### config.mk
export PLATFORM = sky130hd
export DESIGN_NAME = sobg_grad
export DESIGN_NICKNAME = d
export VERILOG_FILES = /design/src/sv/sobg_pkg.sv /design/src/sv/sobg_grad.sv
export SDC_FILE = /design/constraint.sdc
export NUM_CORES = 1
export LEC_CHECK = 0
export ABC_CLOCK_PERIOD_IN_PS = 15100
export BUFFER_PORTS_ARGS = -buffer_cell sky130_fd_sc_hd__buf_2
export CORE_ASPECT_RATIO = 2
export CORE_MARGIN = 4
export CORE_UTILIZATION = 35
export CTS_CLUSTER_DIAMETER = 40
export DETAILED_ROUTE_END_ITERATION = 8
export REMOVE_ABC_BUFFERS = 1
export SLEW_MARGIN = 40
export SYNTH_ARGS = -nofsm -noshare
export SYNTH_HDL_FRONTEND = slang
export SYNTH_SLANG_ARGS = --single-unit
### constraint.sdc
create_clock -name i_clk -period 15.1 [get_ports i_clk]
set_input_delay 0.755 -clock i_clk [delete_from_list [all_inputs] [get_ports i_clk]]
set_output_delay 0.755 -clock i_clk [all_outputs]
set_load 0.01 [all_outputs]
### src/sv/sobg_pkg.sv
// shared constants and types for the 3x3 sobel gradient block
package sobg_pkg;

    // default geometry and sample format
    localparam int MAX_COLS_DEF   = 1024;
    localparam int SAMPLE_W_DEF   = 16;

    // fixed field widths
    localparam int ROW_W          = 16;
    localparam int CFG_COLS_W     = 11;
    localparam int CFG_IDX_W      = 2;
    localparam int CFG_DATA_W     = 16;

    // register indexes of the configuration port
    localparam logic [CFG_IDX_W-1:0] CFG_FRAME_ROWS = 2'd0;
    localparam logic [CFG_IDX_W-1:0] CFG_FRAME_COLS = 2'd1;

    // reset frame size
    localparam logic [ROW_W-1:0] FRAME_ROWS_RST = 16'd1024;
    localparam int               FRAME_COLS_RST = 1024;

    // request function codes
    localparam logic FUNC_SAMPLE = 1'b0;
    localparam logic FUNC_DRAIN  = 1'b1;

    // result queue depth, power of two
    localparam int RESQ_DEPTH = 8;

    // window update command
    typedef struct packed {
        logic push;
        logic first;
    } t_win_cmd;

    // per-request control carried down the pipeline
    typedef struct packed {
        logic     line_wr;
        t_win_cmd win;
        logic     top_sel_m;
        logic     bot_sel_m;
        logic     emit_prev;
        logic     emit_last;
        logic     frame_end;
    } t_item_ctl;

endpackage

### src/sv/sobg_grad.sv
// 3x3 window registers and the two sobel kernel sums per column pair
module sobg_grad #(
    parameter int SW = sobg_pkg::SAMPLE_W_DEF
) (
    input  logic                 i_clk,
    input  sobg_pkg::t_win_cmd   i_cmd,
    input  logic signed [SW-1:0] i_top,
    input  logic signed [SW-1:0] i_mid,
    input  logic signed [SW-1:0] i_bot,
    output logic signed [SW+2:0] o_gx_prev,
    output logic signed [SW+2:0] o_gy_prev,
    output logic signed [SW+2:0] o_gx_last,
    output logic signed [SW+2:0] o_gy_last
);

    localparam int GW = SW + 3;

    // r_win[col][pos], col 0 = left, pos 0 = top
    logic signed [SW-1:0] r_win [3][3];

    // weighted 1,2,1 sum of three samples
    function automatic logic signed [GW-1:0] ksum(
        input logic signed [SW-1:0] a,
        input logic signed [SW-1:0] b,
        input logic signed [SW-1:0] c
    );
        logic signed [GW-1:0] ea;
        logic signed [GW-1:0] eb;
        logic signed [GW-1:0] ec;
        ea = GW'(a);
        eb = GW'(b);
        ec = GW'(c);
        return ea + (eb <<< 1) + ec;
    endfunction

    // column push, first column of a row replicates into all three
    always_ff @(posedge i_clk) begin
        if (i_cmd.push) begin
            if (i_cmd.first) begin
                for (int k = 0; k < 3; k++) begin
                    r_win[k][0] <= i_top;
                    r_win[k][1] <= i_mid;
                    r_win[k][2] <= i_bot;
                end
            end else begin
                r_win[0] <= r_win[1];
                r_win[1] <= r_win[2];
                r_win[2][0] <= i_top;
                r_win[2][1] <= i_mid;
                r_win[2][2] <= i_bot;
            end
        end
    end

    // centre at the middle column
    assign o_gx_prev = ksum(r_win[0][0], r_win[0][1], r_win[0][2])
                     - ksum(r_win[2][0], r_win[2][1], r_win[2][2]);
    assign o_gy_prev = ksum(r_win[0][0], r_win[1][0], r_win[2][0])
                     - ksum(r_win[0][2], r_win[1][2], r_win[2][2]);

    // centre at the right edge, right neighbour replicated
    assign o_gx_last = ksum(r_win[1][0], r_win[1][1], r_win[1][2])
                     - ksum(r_win[2][0], r_win[2][1], r_win[2][2]);
    assign o_gy_last = ksum(r_win[1][0], r_win[2][0], r_win[2][0])
                     - ksum(r_win[1][2], r_win[2][2], r_win[2][2]);

endmodule

=== After elaboration in Yosys (flattened, before gate mapping) ===
Memory sizes are Yosys's and may differ from the RTL's.
Index checks and enable logic that the tools add are counted.

* Multiply operators: 0
* Shift operators: 0
* Bitwise logic cells: 5
* Add/subtract/negate cells: 18
* Reduce and logical (&&, ||, !) cells: 0
* Div/mod/pow operators: 0
* Order comparisons: 0
* Equality and inequality tests: 0
* Muxes and demuxes: 11

{| class="wikitable"
|+ Operator list
! operator !! count
|-
| $add 18x16->19 || 7
|-
| $add 16x17->18 || 7
|-
| $mux 48 || 2
|-
| $sub 19x19->19 || 4
|-
| $mux 16 || 3
|-
| $mux 1 || 6
|-
| $or 1x1->1 || 5
|}

* Memories kept: 1
* Register bits after elaboration: 0
* Output and inout port bits: 76
* RAM bits: 144
* Logic and storage cells: 35
* Input bits: 51
* Bits in latches: 0
* Bits in read-only memories: 0

{| class="wikitable"
|+ Memory list
! name !! depth !! bits a word !! read ports !! clocked after memory_dff !! write ports !! line !! source
|-
| r_win || 3 || 48 || 3 || 0 || 3 || sobg_grad.sv:19 || <nowiki>logic signed [SW-1:0] r_win [3][3];</nowiki>
|}

=== Longest topological paths before layout ===
* Word-level depth: 4
* Depth in mapped cells: 22
* Mapped depth without buffers: 22

=== Worst setup path before layout ===
OpenSTA, ideal clock, no wires.

* Path type: flip-flop to output port
* Start: mem r_win[0][97] in the netlist's numbering
* End: out o_gx_prev[18]
* Data arrival time: 5.039 ns
* Data required time: 14.345 ns
* Setup slack: 9.306 ns
* Cell stages (with the launch flop): 23
* Path buffers: 0
* Cells stage by stage: edfxtp_1 -> fa_1 -> ha_1 -> inv_1 -> fa_1 -> nor2b_1 -> o31ai_2 -> a211oi_1 -> o31ai_1 -> nand2b_1 -> xor2_1 -> xnor2_1 -> ha_1 -> inv_1 -> fa_1 -> inv_1 -> ha_1 -> nand4_1 -> a311oi_2 -> nor2_1 -> o21a_1 -> o311ai_2 -> xor2_1

{| class="wikitable"
|+ RTL lines
! what !! line !! source
|-
| from (decl) || sobg_grad.sv:19 ||
|-
| to (decl) || sobg_grad.sv:10 || <nowiki>output logic signed [SW+2:0] o_gx_prev,</nowiki>
|}

==> impl_metrics.env <==
export IMPL_reg_largest_list="r_win (144)"
export IMPL_numClockSinks=144
export IMPL_async_flop_share_pct=0
export IMPL_rrSetupSlack_ns=13.62
export IMPL_grt_usage_pct=18.3
export IMPL_cts_buffers=17
export IMPL_ys_types=63
export IMPL_grt_setup_unrepaired="no"
export IMPL_cts_tree="yes"
export IMPL_cts_buffer_depth=2
export IMPL_fin_nets=1929
export IMPL_cts_setup_buffers=0
export IMPL_max_cap_viol_count=0
export IMPL_yosys_area_top_type="edfxtp_1"
export IMPL_endpoint="o_gx_prev[18]"
export IMPL_relSlewSlack_pct=42.1
export IMPL_ctsResizeCount=0
export IMPL_synth_ff_type="edfxtp_1"
export IMPL_gp_congestion=0.893
export IMPL_r2r_end="r_win[0][15]"
export IMPL_row_count=106
export IMPL_finClkSkew_ns=0.00927
export IMPL_grt_pass1_vias=11458
export IMPL_grt_ovfl_total=0
export IMPL_drive_gt1_share_pct=11.2
export IMPL_start_kind="flop"
export IMPL_drt_wl_total_um=41300
export IMPL_synth_area_per_cell_um2=10.3
export IMPL_die_area_um2=45900
export IMPL_multiInputGateArea_um2=9320
export IMPL_required_ns=14.35
export IMPL_clock_latency_ns=0.43
export IMPL_synth_edff_count=144
export IMPL_port_buffers=126
export IMPL_status="finished clean"
export IMPL_grt_max_degree=81
export IMPL_die_w_um=153
export IMPL_cts_max_level=4
export IMPL_grt_pass1_wl_um=63600
export IMPL_netlist_area_leader_share_pct=29.2
export IMPL_design_core_area_um2=41800
export IMPL_regMostFlops="r_win"
export IMPL_ff_latch_area_um2=4320
export IMPL_ios=127
export IMPL_via_per_inst=5.02
export IMPL_crit_type="reg -> out"
export IMPL_final_common_cell="inv_1"
export IMPL_tns_ns=0
export IMPL_synthTopCellsByArea="edfxtp_1 29%, fa_1 28%, ha_1 9.1%"
export IMPL_fill_cells=4127
export IMPL_worst_slew_pin_slew_ns=0.868
export IMPL_layout_common_cells="292 x inv_1, 208 x fa_1, 196 x nand2_1, 144 x edfxtp_1, 125 x buf_2"
export IMPL_period_needed_ns=7.04
export IMPL_start_util_pct=35.4
export IMPL_worstHoldPathCells=1
export IMPL_synthCells=1432
export IMPL_cp_end_kind="output pin"
export IMPL_crit_path_start="r_win[0][97]"
export IMPL_clk_pin_slew_ns=0.08
export IMPL_crit_fanout=5
export IMPL_hold_viol=0
export IMPL_largest_reg_flops=144
export IMPL_ys_seq_area_share_pct=29.2
export IMPL_postRouteAntennaNets=0
export IMPL_root_buffer="clkbuf_16"
export IMPL_setup_viol=0
export IMPL_hpwlAfterDp_um=34700
export IMPL_netlist_area_um2=14800
export IMPL_ys_ff_latch=144
export IMPL_wire_per_inst_um=19.5
export IMPL_fin_crit_sh_pct=46.6
export IMPL_drt_iter0_markers=688
export IMPL_antenna_found_initial=1
export IMPL_yosys_warnings=0
export IMPL_max_freq_mhz=142
export IMPL_die_h_um=299
export IMPL_drc_errors=0
export IMPL_r2r_start="r_win[0][63]"
export IMPL_min_path_type="in -> reg"
export IMPL_area_growth_pct=12.9
export IMPL_maxSlewViolCount=0
export IMPL_worst_r2r_cell_count=2
export IMPL_num_vias=10617
export IMPL_cts_hold_buf=0
export IMPL_dr_pass1_iters=6
export IMPL_cp_data_arrival_time_ns=6.28
[Yosys cell counts, types with 3 or more instances]
cell type  instances
edfxtp_1         144
nor2b_1           13
a21oi_1           61
o211ai_1           4
xor2_1            22
nand3b_1           4
fa_1             208
clkbuf_1          16
o21ai_1            5
o21bai_1           8
nand3_1           10
or2_2              3
nor2_1            43
a21o_1            24
ha_1             108
nor4_1             4
o21a_1            20
or4_1              3
a211oi_1           7
nand2b_1          12
inv_1            292
xnor2_1           73
and2_1             4
nor3_1            16
o21ai_0           68
and3_1             5
o31ai_1            3
nand2_1          196
a31oi_1            9
nand4_1            3
[cell families (layout without fill, tap and decap cells)]
kind of cell / count (synthesis) / count (layout) / synth area share, %
simple gates: 323 / 323 / 9.53
fa+ha+maj: 316 / 316 / 37.3
buf+inv: 311 / 454 / 7.89
compound gates: 242 / 242 / 10.4
flops: 144 / 144 / 29.2
xor+xnor: 95 / 95 / 5.62
mux: 1 / 1 / 0.0676
other cells: 0 / 1 / 0
[worst max-delay path, cell delays in order (launching register included)]
cell	delay (ns)
edfxtp_1	0.52
fa_1	0.58
ha_1	0.20
inv_1	0.08
fa_1	0.45
nor2b_1	0.21
o31ai_2	0.13
a211oi_1	0.41
o31ai_1	0.14
nand2b_1	0.14
xor2_1	0.28
xnor2_1	0.11
ha_1	0.28
inv_1	0.04
fa_1	0.47
inv_1	0.04
ha_1	0.39
nand4_1	0.15
a311oi_2	0.28
nor2_1	0.11
o21a_1	0.20
o311ai_2	0.31
xor2_1	0.17
buf_2	0.16
[worst min path at each step]
stage,slack [ns],startpoint,end
detailed placement,0.56,r_win[0][75],r_win[0][27]
CTS,0.49,i_bot[15],r_win[0][111]
global placement,0.56,r_win[0][73],r_win[0][25]
floorplan,0.52,r_win[0][72],r_win[0][24]
finish,0.51,i_bot[15],r_win[0][111]
global route,0.49,i_top[14],r_win[0][142]
[stage by stage]
step | util (%) | hold WS [ns] | cell area, um^2 | instances | worst slack [ns]
6_report | 40.0 | 0.506 | 16700 | 2116 | 8.06
2_1_floorplan | - | 0.524 | 14700 | 1413 | 9.31
3_5_place_dp | 38.5 | 0.558 | 16100 | 2083 | 8.61
4_1_cts | 40.0 | 0.491 | 16700 | 2115 | 8.09
3_3_place_gp | 38.5 | 0.558 | 16100 | 2082 | 8.73
5_1_grt | 40.0 | 0.492 | 16700 | 2115 | 7.67
[per-layer routing]
layer	track usage, %	vias to the layer above	part of all wire, %	wire length (um)
met5	0	-	0	0
met4	8.06	0	5.0	2070
met3	2.13	77	3.2	1330
met2	38.3	309	61	25200
met1	17.0	5313	31	12700
li1	-	4918	-	-
[area by class of cell]
cell class / count / share of cell area (%)
clock buffer: 17 / 2.54
tap: 540 / 4.04
timing repair buffer: 130 / 4.09
sequential: 144 / 25.9
antenna: 1 / 0.0150
inverter: 292 / 6.56
clock inverter: 15 / 1.14
multi-input combinational: 977 / 55.8
Power is not shown: default switching activity piles up to over one toggle a cycle in this logic, so the estimate is an artifact.
