<file path="src/sv/sobg_pkg.sv">
// shared constants and types for the 3x3 sobel gradient block
package sobg_pkg;

    // default geometry and sample format
    localparam int MAX_COLS_DEF   = 1024;
    localparam int SAMPLE_W_DEF   = 16;

    // fixed field widths
    localparam int ROW_W          = 16;
    localparam int CFG_COLS_W     = 11;
    localparam int CFG_IDX_W      = 2;
    localparam int CFG_DATA_W     = 16;

    // register indexes of the configuration port
    localparam logic [CFG_IDX_W-1:0] CFG_FRAME_ROWS = 2'd0;
    localparam logic [CFG_IDX_W-1:0] CFG_FRAME_COLS = 2'd1;

    // reset frame size
    localparam logic [ROW_W-1:0] FRAME_ROWS_RST = 16'd1024;
    localparam int               FRAME_COLS_RST = 1024;

    // request function codes
    localparam logic FUNC_SAMPLE = 1'b0;
    localparam logic FUNC_DRAIN  = 1'b1;

    // result queue depth, power of two
    localparam int RESQ_DEPTH = 8;

    // window update command
    typedef struct packed {
        logic push;
        logic first;
    } t_win_cmd;

    // per-request control carried down the pipeline
    typedef struct packed {
        logic     line_wr;
        t_win_cmd win;
        logic     top_sel_m;
        logic     bot_sel_m;
        logic     emit_prev;
        logic     emit_last;
        logic     frame_end;
    } t_item_ctl;

endpackage

</file>
<file path="src/sv/sobg_resq.sv">
// result queue taking up to two entries per cycle and giving one
module sobg_resq #(
    parameter int DATA_W = 8,
    parameter int DEPTH  = sobg_pkg::RESQ_DEPTH
) (
    input  logic                     i_clk,
    input  logic                     i_rst_n,
    input  logic                     i_push0,
    input  logic [DATA_W-1:0]        i_data0,
    input  logic                     i_push1,
    input  logic [DATA_W-1:0]        i_data1,
    output logic                     o_valid,
    output logic [DATA_W-1:0]        o_data,
    input  logic                     i_pop,
    output logic [$clog2(DEPTH):0]   o_count
);

    localparam int AW = $clog2(DEPTH);

    logic [DATA_W-1:0] r_mem [DEPTH];
    logic [AW-1:0]     r_wr_ptr;
    logic [AW-1:0]     r_rd_ptr;
    logic [AW:0]       r_count;
    logic [AW-1:0]     n_wr_ptr;
    logic [AW-1:0]     n_rd_ptr;
    logic [AW:0]       n_count;
    logic              pop_ok;
    logic [AW-1:0]     wr_ptr1;

    assign pop_ok  = i_pop && (r_count != '0);
    assign wr_ptr1 = r_wr_ptr + AW'(1);

    // pointer and fill bookkeeping
    always_comb begin
        n_wr_ptr = r_wr_ptr + AW'(i_push0) + AW'(i_push1);
        n_rd_ptr = r_rd_ptr + AW'(pop_ok);
        n_count  = r_count + (AW+1)'(i_push0) + (AW+1)'(i_push1) - (AW+1)'(pop_ok);
    end

    always_ff @(posedge i_clk) begin
        if (!i_rst_n) begin
            r_wr_ptr <= '0;
            r_rd_ptr <= '0;
            r_count  <= '0;
        end else begin
            r_wr_ptr <= n_wr_ptr;
            r_rd_ptr <= n_rd_ptr;
            r_count  <= n_count;
        end
    end

    // entry storage
    always_ff @(posedge i_clk) begin
        if (i_push0) begin
            r_mem[r_wr_ptr] <= i_data0;
        end
        if (i_push1) begin
            r_mem[wr_ptr1] <= i_data1;
        end
    end

    assign o_valid = (r_count != '0);
    assign o_data  = r_mem[r_rd_ptr];
    assign o_count = r_count;

endmodule

</file>
<file path="config.mk">
export PLATFORM = sky130hd
export DESIGN_NAME = sobg_resq
export DESIGN_NICKNAME = d
export VERILOG_FILES = /design/src/sv/sobg_pkg.sv /design/src/sv/sobg_resq.sv
export SDC_FILE = /design/constraint.sdc
export NUM_CORES = 1
export LEC_CHECK = 0
export ABC_AREA = 1
export BUFFER_PORTS_ARGS = -buffer_cell sky130_fd_sc_hd__buf_2
export CAP_MARGIN = 0
export CORE_ASPECT_RATIO = 2
export CORE_MARGIN = 3
export CORE_UTILIZATION = 51
export DETAILED_ROUTE_END_ITERATION = 7
export PLACE_DENSITY_LB_ADDON = 0.05
export REMOVE_ABC_BUFFERS = 1
export SETUP_SLACK_MARGIN = 0.5
export SLEW_MARGIN = 20
export SYNTH_ARGS = -nofsm -noshare
export SYNTH_HDL_FRONTEND = slang
export SYNTH_SLANG_ARGS = --single-unit
</file>
<file path="constraint.sdc">
create_clock -name i_clk -period 3.44 [get_ports i_clk]
set_clock_uncertainty 0.1 [all_clocks]
set_input_delay 0.344 -clock i_clk [delete_from_list [all_inputs] [get_ports i_clk]]
set_output_delay 0.344 -clock i_clk [all_outputs]
set_load 0.02 [all_outputs]
</file>
# Word level (Yosys, flattened, before mapping)
# Memory sizes are Yosys's and may differ from the RTL's. A register that Yosys moved wholly into a read port is not among the register bits.
# Index checks and enable logic that the tools add are counted.
[totals]
ff_bits = 10
wordCells = 18
ram_bits = 64
mem_count = 1
in_bits = 21
out_inout_bits = 13
[classes]
muxes = 5
add_sub_neg = 7
n_reduce_logical = 2
[mem_list]
columns = ["name", "words", "width", "read_ports", "rd_ports_with_merged_regs", "wr", "line", "rtl"]
rows = [
  ["r_mem", 8, 8, 1, 1, 2, "sobg_resq.sv:20", "logic [DATA_W-1:0] r_mem [DEPTH];"],
]
[op_table]
columns = ["operator", "count"]
rows = [
  ["3-bit by 1-bit adder with 3-bit output", 3],
  ["4-bit by 1-bit adder with 4-bit output", 2],
  ["1-bit two-way mux", 4],
  ["4-bit nonzero test", 1],
  ["4-bit by 1-bit subtractor with 4-bit output", 1],
  ["3-bit by 1-bit adder with 3-bit output (second input constant)", 1],
  ["3-bit two-way mux", 1],
  ["1-bit logical AND", 1],
]

# Depth between registers and ports, before layout
# Gate-level depths: netlist (run 1).
[logic_depth]
depth_word = 4
ltp_mapped = 10
mapped_depth_nobuf = 10

# Least setup slack after synthesis (run 1)
# OpenSTA, ideal clock, no wires.
[synth_path]
path_kind = "flip-flop to flip-flop"
from = "reg r_count[2], in the netlist o_count[2]"
to = "reg r_count[2], in the netlist o_count[2]"
path_buffers = 0
setup_slack_ns = 1.163
synth_period_minus_slack_ns = 2.277
arrival_ns = 2.063
required_ns = 3.225
setup_time_ns = 0.115
path_stages_with_launch = 10
cell_sequence = "dfxtp_1 -> inv_1 -> ha_1 -> a21boi_0 -> ha_1 -> inv_1 -> fa_1 -> fa_1 -> xnor2_1 -> nor2_1"
[synth_via]
elab_chain_len = 3
[synth_lines]
columns = ["element", "line", "rtl"]
rows = [
  ["start, declared", "sobg_resq.sv:23", "logic [AW:0] r_count;"],
  ["start signal, assigned", "sobg_resq.sv:48", "r_count <= n_count;"],
  ["4-bit by 1-bit adder with 4-bit output / 4-bit nonzero test (equally long branches)", "sobg_resq.sv:37, sobg_resq.sv:30", ""],
  ["4-bit by 1-bit adder with 4-bit output / 1-bit logical AND (equally long branches)", "sobg_resq.sv:37, sobg_resq.sv:30", ""],
  ["4-bit by 1-bit subtractor with 4-bit output *", "sobg_resq.sv:37", "n_count = r_count + (AW+1)'(i_push0) + (AW+1)'(i_push1) - (AW+1)'(pop_ok);"],
]
# Mark *: on every way between the ends. The rest lies on a longest branch, timed or not.
# A chain may end at the register's enable or synchronous reset.

==> impl_metrics.tcl, run 1 <==
set metrics [dict create \
    crit_fanout 32 \
    placed_area_um2 4670 \
    ys_top_cells_by_area "edfxtp_1, nand2_1, nand4_1" \
    initial_utilization_pct 52.9 \
    crit_chain "inv_1, nand2_1, nand3_1, nand2_1, nand2_1, nand2_1, buf_2" \
    yosysMostFrequentCell "nand2_1" \
    syn_area_um2 4640 \
    num_rows 48 \
    reg2reg_depth 4 \
    holdPathStages 3 \
    hp-start "i_rst_n" \
    nNetsFinal 633 \
    synth_top_family_by_area "simple AND/OR/NAND/NOR gates" \
    tns_ns 0 \
    vias 3952 \
    final_area_um2 4990 \
    setup_viol 0 \
    synth-xor-area-share_pct 0.567 \
    grt_overflow 0 \
    drt_iter0_markers 472 \
    finalHoldViolations 0 \
    synthMuxAreaShare_pct 0 \
    avgViaCountPerCell 5.60 \
    p_leak_nw 2.48 \
    startpoint_type "register" \
    synth_edf_count 64 \
    hold_class "primary input to register" \
    n_antenna_cell 0 \
    fin_crit_sh_pct 73.1 \
    synth_cell_type_count 23 \
    coreArea_um2 8770 \
    clkLatencyLatePin_ns 0.34 \
    grt_max_degree 37 \
    clock-sinks 74 \
    r2r_start "r_wr_ptr[0]" \
    seq_area_frac_synth_pct 45.8 \
    critPathArrivalTime_ns 2.07 \
    synth_compound_area_share_pct 1.24 \
    end_kind "output pin" \
    fin_cells 706 \
    status "complete, no violations" \
    cts_root_buf "clkbuf_16" \
    cpMostUsedCell "nand2_1" \
    port_buffers 33 \
    cts_max_path_buffers 2 \
    final_util_pct 56.9 \
    cts-resized-gates 0 \
    synth_top_area_share_pct 41.5 \
    hold_buffers 0 \
    dp_hpwl_um 9590 \
    routed_wl_um 13100 \
    finalWeightedCongestion 0.914 \
    ys_warn_count 0 \
    clk_pin_slew_worst_paths_ns 0.05 \
    cp.required_ns 3.00 \
    grt_pass1_wl_um 20400 \
    synthFlopType "edfxtp_1" \
    drc_errors 0 \
    dieWidth_um 73.4 \
    grt_use_total_pct 27.2 \
    slowest_stage "inv_1" \
    period_minus_slack_ns 2.51 \
    dieArea_um2 10300 \
    peakVddDrop_v 0.000466 \
    async_flop_share_pct 0 \
    yosysTopAreaCell "edfxtp_1" \
    grt_pass1_vias 3829 \
    wl_per_cell_um 18.5 \
    max_freq_mhz 398 \
    areaGrowthSynthToFinish_pct 7.69 \
    synthTopCellsByCount "nand2_1, inv_1, edfxtp_1, nand4_1, nand3_1" \
    critPathKind "register to output pin" \
    yosys.area_share.simple_pct 35.5 \
    worst_pin_slew_ns 1.09 \
    r2r_setup_slack_ns 1.04 \
    drv_slew 0 \
    final_antenna_net_count 0 \
    die_h_um 141 \
    r2r_end "r_mem[4][6]" \
    rsz0062_at_grt "no" \
    dr.pass1.iters 6 \
    dpl.cell_count 690 \
    ios 34 \
    htreeDepth 3 \
    max-slew-margin-rel_pct 26.3 \
    synth-seq-cells 74 \
    power.density_nw_per_um2 676 \
    max_cap_viol_count 0 \
    antenna_found_initial 0 \
    whs_endpoint "o_count[0]" \
    avgSynthCellArea_um2 7.76 \
    drive_gt1_share_pct 11.1 \
    cts_setup_buffers 0 \
    cts_buffers 9 \
    power_mw 3.37 \
    synth_cells 597 \
    synthAdderAreaFrac_pct 3.45 \
    critical-path-max-stage-delay_ns 0.72 \
    cts_tree "done" \
]
## flip-flops by register name, summed over array words and instances, names as in the netlist
name and flops:
r_mem 64, o_count 4, r_wr_ptr 3, r_rd_ptr 3
## per-stage QoR
stage	hold slack, ns	setup slack (ns)
CTS	0.203	0.903
floorplan	0.337	0.797
global route	0.201	0.722
finish	0.200	0.927
global placement	0.506	1.12
detailed placement	0.501	1.05
## logic make-up (layout without fill, tap and decap cells)
logic type | Yosys count | after routing
AO/OA/AOI/OAI | 11 | 11
AND/OR/NAND/NOR | 365 | 365
adder cells (fa/ha/maj) | 11 | 11
buffers and inverters | 133 | 142
XOR/XNOR | 3 | 3
flip-flops | 74 | 74
## worst max-delay path by stage
stage | start | to | slack, ns | cells past startpoint
2_1_floorplan | r_wr_ptr[0] | r_mem[0][0] | 0.80 | 4
3_3_place_gp | o_count[2] | o_count[2] | 1.12 | 9
3_5_place_dp | r_wr_ptr[0] | r_mem[5][1] | 1.05 | 4
4_1_cts | r_rd_ptr[0] | o_data[5] | 0.90 | 7
5_1_grt | r_rd_ptr[0] | o_data[5] | 0.72 | 7
6_report | r_rd_ptr[0] | o_data[5] | 0.93 | 7
## cell usage in the layout, fill, tap and decap left out, types with 2 or more instances in the layout
master / netlist / final
a21oi_1: 2 / 2
buf_2: 15 / 33
buf_4: 19 / 6
bufinv_16: 0 / 2
clkbuf_16: 0 / 9
clkinv_1: 0 / 2
dfxtp_1: 10 / 10
edfxtp_1: 64 / 64
fa_1: 3 / 3
ha_1: 8 / 8
inv_1: 84 / 84
inv_2: 3 / 3
nand2_1: 250 / 250
nand2_4: 2 / 2
nand3_1: 34 / 34
nand3_2: 8 / 8
nand4_1: 64 / 64
nor2_1: 6 / 6
o21ai_0: 8 / 5
o21ai_1: 0 / 3
xnor2_1: 3 / 3
## where the power goes
| part | switching [mW] | internal, mW | total, mW |
|---|---|---|---|
| Clock | 0.349 | 0.647 | 0.996 |
| Combinational | 0.877 | 0.345 | 1.22 |
| Sequential | 0.0416 | 1.11 | 1.16 |
| Total | 1.27 | 2.11 | 3.37 |
## metal layers
metal | global-route usage [%] | part of all wire (%) | up-vias
met1 | 29.6 | 33 | 1794
met3 | 5.92 | 7.6 | 51
met2 | 48.7 | 54 | 178
li1 | - | - | 1929
met5 | 0 | 0 | -
met4 | 12.0 | 4.7 | 0
## worst max-delay path: cells and delay by family, from the launching register on
| family | cells | cell delay [ns] |
|---|---|---|
| buffers and inverters | 2 | 0.88 |
| flip-flops | 1 | 0.31 |
| AND/OR/NAND/NOR | 5 | 0.54 |
## area by class of cell
cell class	count	area, µm²
multi-input combinational	390	1890
fill	815	3780
clock inverter	6	80.1
sequential	74	2120
inverter	87	327
tap	100	125
clock buffer	10	239
timing repair buffer	39	210
Note: power is estimated with default switching activity, not from simulation.
==> run 2: changes to the inputs <==
- ABC_AREA: 1 -> 0
- clock period: 3.44 -> 2.5 ns (I/O delays scaled with it)
==> impl_metrics.tcl, run 2 <==
set metrics [dict create \
    reg2reg_depth 10 \
    critPathBufInv 2 \
    port_buffers 33 \
    drc_errors 0 \
    synth_top_area_share_pct 49.9 \
    clk_pin_slew_worst_paths_ns 0.05 \
    holdPathStages 2 \
    avgViaCountPerCell 5.61 \
    seq_area_frac_synth_pct 55.1 \
    synth_edf_count 64 \
    routed_wl_um 8500 \
    coreArea_um2 7320 \
    synthTopCellsByCount "mux2_2, edfxtp_1, mux4_2" \
    startpoint_type "register" \
    setup_viol 0 \
    syn_area_um2 3850 \
    dpl.cell_count 377 \
    layout_commonest_cell "mux2_2" \
    grt_use_total_pct 22.8 \
    fin_crit_sh_pct 87.6 \
    ys_warn_count 0 \
    grt_pass1_wl_um 13700 \
    p_leak_nw 1.74 \
    max_cap_viol_count 0 \
    whs_endpoint "r_rd_ptr[0]" \
    critical-path-max-stage-delay_ns 0.35 \
    critPathTopFamily "adder cells" \
    fin_cells 398 \
    ys_top_cells_by_area "edfxtp_1, mux2_2, mux4_2" \
    cts_tree "done" \
    finalWeightedCongestion 0.793 \
    grt_pass1_vias 2556 \
    layout_common_cells "mux2_2, edfxtp_1, buf_2" \
    clock-sinks 74 \
    num_rows 44 \
    hold_class "primary input to register" \
    htreeDepth 3 \
    dieArea_um2 8690 \
    r2r_setup_slack_ns 0.31 \
    dr.pass1.iters 4 \
    period_minus_slack_ns 2.19 \
    crit_chain "inv_2, ha_1, nand2_1, and2_4, ha_4, inv_2, fa_2, fa_2, xor2_1, and2_1" \
    synth_cells 237 \
    r2r_start "o_count[2]" \
    hold_buffers 0 \
    dp_hpwl_um 5990 \
    nNetsFinal 333 \
    setup_slack_ns 0.310 \
    max_freq_mhz 457 \
    ios 34 \
    cts_max_path_buffers 2 \
    r2r_end "o_count[2]" \
    place_ws_ns 0.101 \
    max-slew-margin-rel_pct 59.8 \
    n_antenna_cell 0 \
    holdWs_ns 0.166 \
    areaGrowthSynthToFinish_pct 24.5 \
    clkLatencyLatePin_ns 0.33 \
    die_h_um 129 \
    power.density_nw_per_um2 896 \
    drv_slew 0 \
    worst_pin_slew_ns 0.602 \
    tns_ns 0 \
    cts_root_buf "clkbuf_16" \
    grt_max_degree 18 \
    end_kind "register" \
    cp.required_ns 2.62 \
    drive_gt1_share_pct 61.8 \
    slowest_stage "fa_2" \
    synth_cell_type_count 33 \
    synth-seq-cells 74 \
    rsz0062_at_grt "yes" \
    critPathArrivalTime_ns 2.31 \
    status "complete, no violations" \
    placed_area_um2 4260 \
    hp-start "i_rst_n" \
    avgSynthCellArea_um2 16.2 \
    vias 2234 \
    final_antenna_net_count 0 \
    synthFlopType "edfxtp_1" \
    initial_utilization_pct 52.6 \
    grt_overflow 0 \
    yosysTopAreaCell "edfxtp_1" \
    peakVddDrop_v 0.000650 \
    drt_iter0_markers 145 \
    antenna_found_initial 0 \
    yosysMostFrequentCell "mux2_2" \
    critPathKind "register to register" \
    largest_register "r_mem" \
    async_flop_share_pct 0 \
    cts_buffers 9 \
    dieWidth_um 67.4 \
    finalHoldViolations 0 \
    largest_reg_flops 64 \
    wl_per_cell_um 21.4 \
    final_area_um2 4790 \
    crit_fanout 2 \
]
-- run 2: changes by cell type after synthesis, moves of 5 or more --
cell | previous run | this run
nand3_1 | 34 | 1
buf_4 | 19 | 0
o21ai_0 | 8 | 1
buf_1 | 7 | 0
and2_1 | 0 | 9
nand3_2 | 8 | 0
buf_2 | 15 | 2
nor2_1 | 6 | 1
nand4_1 | 64 | 0
mux4_2 | 0 | 16
mux2_2 | 0 | 72
nand2_1 | 250 | 7
inv_1 | 84 | 9
-- run 2: where the power goes --
part,total [mW],switching (mW),internal (mW)
sequential,1.61,0.0860,1.53
combinational,1.49,0.678,0.813
clock,1.19,0.463,0.725
-- run 2: area by class of cell --
cell class	instances	area [µm²]
Clock buffer	14	264
Clock inverter	2	12.5
Fill cell	566	2530
Inverter	9	33.8
Multi-Input combinational cell	147	1760
Sequential cell	74	2130
Tap cell	92	115
Timing Repair Buffer	60	478
-- run 2: what timing repair did --
item	CTS	global route
pin swaps	7	5
resized for setup	46	10
hold endpoints to repair	0	0
gates cloned	1	0
setup buffers	2	2
endpoints found under the setup margin	115	45
-- run 2: metrics by stage --
step                      power [mW]  utilization, %
final                           4.29            65.5
after global routing            4.52            65.5
after CTS                       4.30            64.7
after detailed placement        2.84            58.2
after global placement          2.82            58.2
after floorplan                 2.44               -
-- run 2: logic make-up after synthesis --
family | Yosys count | share of synthesized area [%]
multiplexers | 89 | 30.7
XOR/XNOR | 5 | 1.53
buffers and inverters | 16 | 1.82
AND/OR/NAND/NOR | 33 | 5.20
adder cells (fa/ha/maj) | 11 | 4.16
flip-flops | 74 | 55.1
AO/OA/AOI/OAI | 9 | 1.49
-- run 2: worst max-delay path by stage --
stage / from / endpoint / slack, ns / cells after the start
final: o_count[2] / o_count[2] / 0.31 / 10
after global routing: o_count[2] / o_count[2] / 0.25 / 10
after global placement: o_count[2] / o_count[2] / 0.17 / 10
after CTS: o_count[2] / o_count[2] / 0.23 / 10
after detailed placement: o_count[2] / o_count[2] / 0.10 / 10
after floorplan: o_count[2] / o_count[2] / 0.007 / 10
-- run 2: per-layer routing --
layer  global-route usage, %  up-vias  part of all wire [%]
li1                        -     1052                     -
met1                    24.1     1126                    36
met2                    40.3       42                    58
met3                    4.37       14                   2.5
met4                    13.9        0                   3.0
met5                       0        -                     0
-- run 2: worst reg2reg max path: stages, from the launching register on --
cell and delay [ns]:
dfxtp_2 0.32, inv_2 0.05, ha_1 0.13, nand2_1 0.05, and2_4 0.15, ha_4 0.26
inv_2 0.03, fa_2 0.34, fa_2 0.35, xor2_1 0.14, and2_1 0.15
==> run 3: changes to the inputs <==
- clock period: 2.5 -> 1.77 ns (I/O delays scaled with it)
==> impl_metrics.tcl, run 3 (synthesis gave the netlist of run 2 again) <==
set metrics [dict create \
    ios 34 \
    power.density_nw_per_um2 1250 \
    fin_cells 435 \
    power_mw 7.19 \
    drv_slew 0 \
    worst_pin_slew_ns 0.421 \
    p_sw_mw 2.08 \
    coreArea_um2 7320 \
    initial_utilization_pct 52.6 \
    areaGrowthSynthToFinish_pct 49.6 \
    reg2reg_depth 10 \
    rsz0062_at_grt "yes" \
    largest_reg_flops 64 \
    cts_max_path_buffers 2 \
    p_leak_nw 2.23 \
    grt_pass1_vias 2797 \
    nNetsFinal 370 \
    clkLatencyLatePin_ns 0.33 \
    wl_per_cell_um 23.9 \
    p_sw_share_pct 28.9 \
    cts_buffers 9 \
    num_rows 44 \
    placed_area_um2 4510 \
    place_ws_ns -0.567 \
    setup_slack_ns -0.400 \
    cp.required_ns 1.90 \
    period_minus_slack_ns 2.17 \
    hold_class "primary input to register" \
    grt_pass1_wl_um 15600 \
    fin_crit_sh_pct 123 \
    avgViaCountPerCell 5.86 \
    critPathKind "register to register" \
    cts_root_buf "clkbuf_16" \
    status "finished, violations left" \
    drt_iter0_markers 187 \
    peakVddDrop_v 0.000849 \
    drc_errors 0 \
    max-slew-margin-rel_pct 71.9 \
    dieWidth_um 67.4 \
    finalHoldViolations 0 \
    largest_register "r_mem" \
    crit_fanout 2 \
    drive_gt1_share_pct 72.3 \
    power.share.combinational_pct 42.4 \
    n_antenna_cell 0 \
    final_area_um2 5760 \
    nFillCells 410 \
    final_antenna_net_count 0 \
    clk_pin_slew_worst_paths_ns 0.06 \
    cts_tree "done" \
    setup_viol 99 \
    finalWeightedCongestion 0.841 \
    grt_use_total_pct 26.0 \
    power_frac_seq_pct 31.5 \
    critPathArrivalTime_ns 2.30 \
    tns_ns -8.43 \
    layout_common_cells "edfxtp_1, mux2_4, buf_6" \
    routed_wl_um 10400 \
    grt_max_degree 18 \
    max_cap_viol_count 0 \
    holdWs_ns 0.0905 \
    antenna_found_initial 0 \
    port_buffers 33 \
    clock-sinks 74 \
    dp_hpwl_um 6270 \
    violations "setup timing" \
    clkPwrFrac_pct 26.0 \
    die_h_um 129 \
    dieArea_um2 8690 \
    vias 2550 \
    dpl.cell_count 399 \
    htreeDepth 3 \
    grt_overflow 0 \
    hold_buffers 0 \
    layout_commonest_cell "edfxtp_1" \
    end_kind "register" \
    holdPathStages 2 \
    dr.pass1.iters 4 \
    max_freq_mhz 461 \
    p_int_mw 5.11 \
    startpoint_type "register" \
    final_util_pct 78.6 \
    r2r_setup_slack_ns -0.40 \
]
==> run 3: cell count changes in the layout (fill, tap and decap cells not counted), sizes merged <==
cell / previous run / this run
clkinvlp: 1 / 0
bufinv: 0 / 1
buf: 60 / 95
clkbuf: 14 / 16
==> run 3: final timing paths <==
check                   from           to
setup / recovery  o_count[2]   o_count[2]
hold / removal       i_rst_n  r_wr_ptr[0]
hold reg to reg   o_count[3]   o_count[3]
setup reg to reg  o_count[2]   o_count[2]
==> run 3: power by group through the flow <==
stage          Sequential, mW  Combinational, mW  Clock [mW]
2_1_floorplan            2.38               1.07           0
5_1_grt                  2.28               3.25        1.95
3_3_place_gp             2.24               1.97           0
6_report                 2.27               3.05        1.87
3_5_place_dp             2.25               2.00           0
4_1_cts                  2.26               2.69        1.89
==> run 3: layout make-up <==
| cell class | count | area [µm²] | area share [%] |
|---|---|---|---|
| clock buffers | 14 | 274 | 4.76 |
| clock inverters | 2 | 35.0 | 0.608 |
| inverters | 9 | 36.3 | 0.630 |
| multi-input cells | 147 | 2180 | 37.9 |
| flip-flops and latches | 74 | 2130 | 37.1 |
| well taps | 92 | 115 | 2.00 |
| repair buffers | 97 | 982 | 17.1 |
==> run 3: layer usage <==
| layer | up-vias | part of all wire, % | global-route usage [%] |
|---|---|---|---|
| met5 | - | 0 | 0 |
| met4 | 0 | 3.6 | 11.1 |
| met3 | 29 | 3.1 | 4.98 |
| met2 | 75 | 57 | 46.2 |
| met1 | 1320 | 36 | 29.6 |
| li1 | 1126 | - | - |
==> run 3: what timing repair did <==
item | CTS | global route
cloned | 1 | 1
endpoints found under the setup margin | 147 | 147
setup buffers | 16 | 2
resized for setup | 152 | 36
pin swaps | 22 | 11
==> run 3: worst max-delay path, stage by stage (launching register included) <==
cell     delay [ns]
dfxtp_2        0.32
inv_2          0.07
ha_4           0.13
nand2_2        0.05
and2_4         0.15
ha_4           0.25
inv_2          0.03
fa_2           0.34
fa_2           0.34
xor2_1         0.14
and2_1         0.15
